**config.mk**
```make
export PLATFORM = sky130hd
export DESIGN_NAME = qenc_ctrl
export DESIGN_NICKNAME = d
export VERILOG_FILES = /design/src/hdl/qenc_pkg.sv /design/src/hdl/qenc_ctrl.sv
export SDC_FILE = /design/constraint.sdc
export NUM_CORES = 1
export LEC_CHECK = 0
export ABC_CLOCK_PERIOD_IN_PS = 1700
export BUFFER_PORTS_ARGS = -buffer_cell sky130_fd_sc_hd__buf_2
export CAP_MARGIN = 10
export CORE_MARGIN = 2
export CORE_UTILIZATION = 30
export CTS_CLUSTER_DIAMETER = 50
export CTS_CLUSTER_SIZE = 12
export DETAILED_ROUTE_END_ITERATION = 6
export PLACE_DENSITY_LB_ADDON = 0.12
export SLEW_MARGIN = 20
export SYNTH_ARGS = -nofsm -noshare
export SYNTH_HDL_FRONTEND = slang
export SYNTH_SLANG_ARGS = --single-unit
```
**constraint.sdc**
```tcl
create_clock -name clk -period 1.7 [get_ports clk]
set_input_delay 0.085 -clock clk [delete_from_list [all_inputs] [get_ports clk]]
set_output_delay 0.085 -clock clk [all_outputs]
set_load 0.02 [all_outputs]
```
**src/hdl/qenc_pkg.sv**
```systemverilog
// ----------------------------------------------------------------------------
// qenc_pkg
// Shared widths, codes and command types of the quadrature encoder counter.
// ----------------------------------------------------------------------------
package qenc_pkg;

  localparam int COUNT_WIDTH = 32;
  localparam int CNT_W       = $clog2(COUNT_WIDTH);
  localparam int OUT_W       = 32;
  localparam int PPT_W       = 16;
  localparam int CFG_IDX_W   = 8;
  localparam int CFG_DATA_W  = 16;

  localparam logic [CFG_IDX_W-1:0] REG_USE_X4 = 8'd0;
  localparam logic [CFG_IDX_W-1:0] REG_PPT    = 8'd1;

  localparam logic [1:0] PHASE_BOTH = 2'h3;
  localparam logic [1:0] PHASE_NONE = 2'h0;
  localparam logic [1:0] PHASE_A    = 2'h2;
  localparam logic [1:0] PHASE_B    = 2'h1;

  localparam logic MODE_SAMPLE = 1'b0;
  localparam logic MODE_CLEAR  = 1'b1;

  typedef logic [COUNT_WIDTH-1:0] count_t;

  typedef struct packed {
    logic start;
    logic prep;
    logic step;
    logic load;
  } qenc_cmd_t;

endpackage

```
**src/hdl/qenc_ctrl.sv**
```systemverilog
// ----------------------------------------------------------------------------
// qenc_ctrl
// Sequencer: accept, prepare magnitude, iterate the divider, load result.
// ----------------------------------------------------------------------------
module qenc_ctrl import qenc_pkg::*; (
  input  logic      clk,
  input  logic      rst_n,
  input  logic      in_valid,
  output logic      in_ready,
  output logic      out_valid,
  input  logic      out_ready,
  output qenc_cmd_t cmd
);

  localparam logic [1:0] ST_IDLE = 2'd0;
  localparam logic [1:0] ST_PREP = 2'd1;
  localparam logic [1:0] ST_DIV  = 2'd2;
  localparam logic [1:0] ST_FIN  = 2'd3;

  logic [1:0]       state_r, state_nxt;
  logic [CNT_W-1:0] cnt_r, cnt_nxt;
  logic             out_valid_r, out_valid_nxt;
  logic             out_free;

  assign in_ready  = (state_r == ST_IDLE);
  assign out_valid = out_valid_r;
  assign out_free  = !out_valid_r || out_ready;

  always_comb begin
    state_nxt     = state_r;
    cnt_nxt       = cnt_r;
    out_valid_nxt = out_valid_r && !out_ready;
    cmd           = '0;
    case (state_r)
      ST_IDLE: begin
        if (in_valid) begin
          cmd.start = 1'b1;
          state_nxt = ST_PREP;
        end
      end
      ST_PREP: begin
        cmd.prep  = 1'b1;
        cnt_nxt   = CNT_W'(COUNT_WIDTH - 1);
        state_nxt = ST_DIV;
      end
      ST_DIV: begin
        cmd.step = 1'b1;
        cnt_nxt  = cnt_r - 1'b1;
        if (cnt_r == '0) begin
          state_nxt = ST_FIN;
        end
      end
      ST_FIN: begin
        if (out_free) begin
          cmd.load      = 1'b1;
          out_valid_nxt = 1'b1;
          state_nxt     = ST_IDLE;
        end
      end
      default: begin
        state_nxt = ST_IDLE;
      end
    endcase
  end

  always_ff @(posedge clk) begin
    if (!rst_n) begin
      state_r     <= ST_IDLE;
      cnt_r       <= '0;
      out_valid_r <= 1'b0;
    end else begin
      state_r     <= state_nxt;
      cnt_r       <= cnt_nxt;
      out_valid_r <= out_valid_nxt;
    end
  end

endmodule

```
==> flow_summary_export.csv <==
group,metric,value,unit
routing,firstDrtPassIters,4,
clock_network,clockRootBuffer,"clkbuf_4",
clock_network,clock_latency,0.25,ns
synthesis,netlist_instances,52,
final_layout,antenna_cells,0,
synthesis,yosysTopAreaCell,"dfxtp_1",
synthesis,synth.ff_latch_count,8,
hold_path,hold_path_depth,3,
floorplanning,initial_core_util,32.6,%
sta,clock.fmax,0.620,GHz
grt,grt_pass1_vias,359,
placement,gp_congestion,0.703,
synthesis,ys_warn_count,0,
routing,viasPerCell,5.23,
worst_setup_path,worstPathMaxFanout,5,
sta,min_period_over_period,94.8,%
synthesis,synth-edff-count,0,
power_and_ir_drop,power.density,1850,nW/um2
routing,wl_per_cell,11.9,um
final_layout,areaGrowthSynthToFinish,21.4,%
worst_setup_path,start_kind,"flip-flop",
grt,antenna_found_initial,0,
synthesis,yosysMostFrequentCell,"dfxtp_1",
sta,setup_violations,0,
grt,grt_util_all_layers,10.9,%
synthesis,synth_fp_nets,62,
placement,port_buffers,9,
routing,wl,988,um
grt,grt-ovfl-total,0,
routing,drc,0,
worst_setup_path,r2r-end,"state_r[1]$_SDFFE_PN0P_",
synthesis,netlist_top_cells_count,"dfxtp_1, ha_1, inv_1",
job,drv_cap,0,
routing,drt_iter0_drc,10,
final_layout,nFillCells,163,
synthesis,synthFlopType,"dfxtp_1",
hold_path,min_to,"cnt_r[3]$_SDFFE_PN0P_",
final_layout,drive_gt1_share,37.3,%
sta,maxSlewViolCount,0,
placement,pre_cts_ws,0.0187,ns
sta,fin_crit,1.61,ns
synthesis,avgSynthCellArea,9.55,um2
final_layout,multiInputGateArea,288,um2
synthesis,synth_area_leaders,"dfxtp_1, ha_1, buf_6",
clock_network,clock_path_buffers,2,
sta,hold_viol_final,0,
clock_network,cts_made_buffers,3,
power_and_ir_drop,leakage,0.286,nW
grt,grt_pass1_wl,1.50,mm
floorplanning,die_x,44.7,um
synthesis,synth_top_area_share,32.2,%
power_and_ir_drop,vdd_drop_max,786,uV
worst_setup_path,worstPathArrival,1.80,ns
floorplanning,die_area,2000,um2
final_layout,fin_nets,79,
synthesis,yosysSeqAreaShare,32.2,%
sta,rsz0062_at_grt,"no",
worst_setup_path,path_class,"reg -> reg",
grt,grt_start_max_net_pins,12,
sta,setup_tns,0,ns
final_layout,seqCellArea,164,um2
floorplanning,num_io_pins,10,
worst_setup_path,cp.required,1.89,ns
synthesis,syn_area,497,um2
floorplanning,core-area,1520,um2
sta,skew,0.00215,ns
worst_setup_path,reg2reg_slack,0.09,ns
floorplanning,die_h,44.7,um
routing,vias,434,
floorplanning,rows,14,
placement,dpl.hpwl,678,um
hold_path,hold_path_class,"in -> reg",
hold_path,min-delay-start,"rst_n",
synthesis,synthDistinctLibCells,27,
clock_network,cts.sinks,8,
clock_network,htree_levels,1,
sta,max_slew_margin,80.0,%
sta,tightest_slew,0.300,ns
clock_network,cts_tree,"built",
run_status,outcome,"completed",
synthesis,ys_async_sr_fraction,0,%
worst_setup_path,end_kind,"flip-flop",
sta,setup_ws,0.0882,ns
routing,detail-route-antenna-nets,0,
worst_setup_path,rr_startpoint,"cnt_r[0]$_SDFFE_PN0P_",
worst_setup_path,reg2reg_depth,6,
clock_network,clkTransAtPathRegs,0.05,ns
## final cells by class
class | instances | share of cell area (%)
Inverter | 5 | 3.11
Tap cell | 16 | 3.32
Sequential cell | 8 | 27.2
Multi-Input combinational cell | 36 | 47.7
Clock buffer | 3 | 3.73
Timing Repair Buffer | 15 | 14.9
## sequential cells by signal, summed over array words and instances, names as in the netlist
name       count
cnt_r          5
out_valid      1
state_r        2
## stage by stage
step                hold WS, ns  cell area [um2]  std cells  util, %  total power [mW]
global placement          0.404              549         78     36.0             0.897
global route              0.138              603         83     39.6              1.21
detailed placement        0.410              549         78     36.0             0.894
floorplan                 0.297              497         52        -             0.780
finish                    0.149              603         83     39.6              1.12
CTS                       0.140              572         81     37.5              1.04
## layer usage
| layer | vias to the layer above | part of all wire, % | global-route usage [%] |
|---|---|---|---|
| li1 | 218 | - | - |
| met1 | 199 | 43 | 11.6 |
| met2 | 15 | 47 | 17.4 |
| met3 | 2 | 8.1 | 4.80 |
| met4 | 0 | 1.4 | 7.27 |
| met5 | - | 0 | 0 |
## report_power, final
part           switching (mW)  internal [mW]  total, mW
Combinational           0.328          0.310      0.638
Clock                  0.0639         0.0807      0.145
Sequential             0.0646          0.268      0.333
Total                   0.456          0.660       1.12
## cells by family (layout without fill, tap and decap cells)
| logic type | Yosys count | after routing | share of synthesized area, % |
|---|---|---|---|
| AO/OA/AOI/OAI | 14 | 14 | 21.2 |
| flip-flops | 8 | 8 | 32.2 |
| buffers and inverters | 8 | 23 | 12.3 |
| multiplexers | 1 | 1 | 2.02 |
| adder cells (fa/ha/maj) | 6 | 6 | 15.1 |
| AND/OR/NAND/NOR | 15 | 15 | 17.1 |
## critical path, cell delays in order (launching register included)
cell and delay (ns):
dfxtp_4 0.35, inv_2 0.07, ha_4 0.12, or4b_1 0.42, a222oi_1 0.25, buf_4 0.18
mux2i_1 0.16
## how the worst max path moves through the flow
| stage | start | end | slack (ns) | depth (start not counted) |
|---|---|---|---|---|
| final | cnt_r[0]$_SDFFE_PN0P_ | state_r[1]$_SDFFE_PN0P_ | 0.09 | 6 |
| after global routing | cnt_r[0]$_SDFFE_PN0P_ | state_r[1]$_SDFFE_PN0P_ | 0.003 | 6 |
| after CTS | cnt_r[0]$_SDFFE_PN0P_ | state_r[1]$_SDFFE_PN0P_ | 0.002 | 5 |
| after detailed placement | cnt_r[0]$_SDFFE_PN0P_ | state_r[1]$_SDFFE_PN0P_ | 0.02 | 5 |
| after global placement | cnt_r[0]$_SDFFE_PN0P_ | state_r[1]$_SDFFE_PN0P_ | 0.08 | 5 |
| after floorplan | state_r[0]$_SDFFE_PN0P_ | state_r[0]$_SDFFE_PN0P_ | 0.06 | 6 |
## repair_timing
action,CTS,global route
hold buffers,0,0
buffers inserted,0,2
resized for setup,0,6
endpoints found under the setup margin,0,2
## cell usage in the layout, fill, tap and decap left out, types with 2 or more instances in the layout
cell,Yosys,layout
ha_1,6,5
o21ai_0,2,2
nor2b_1,2,2
dfxtp_1,8,7
inv_2,0,2
inv_1,5,3
a31oi_1,2,2
nand3_1,2,2
clkbuf_4,0,3
nand2_1,3,3
a21oi_1,2,2
buf_2,0,9
buf_4,0,6
nor2_1,2,2
Power figures use the tool's default switching activity.
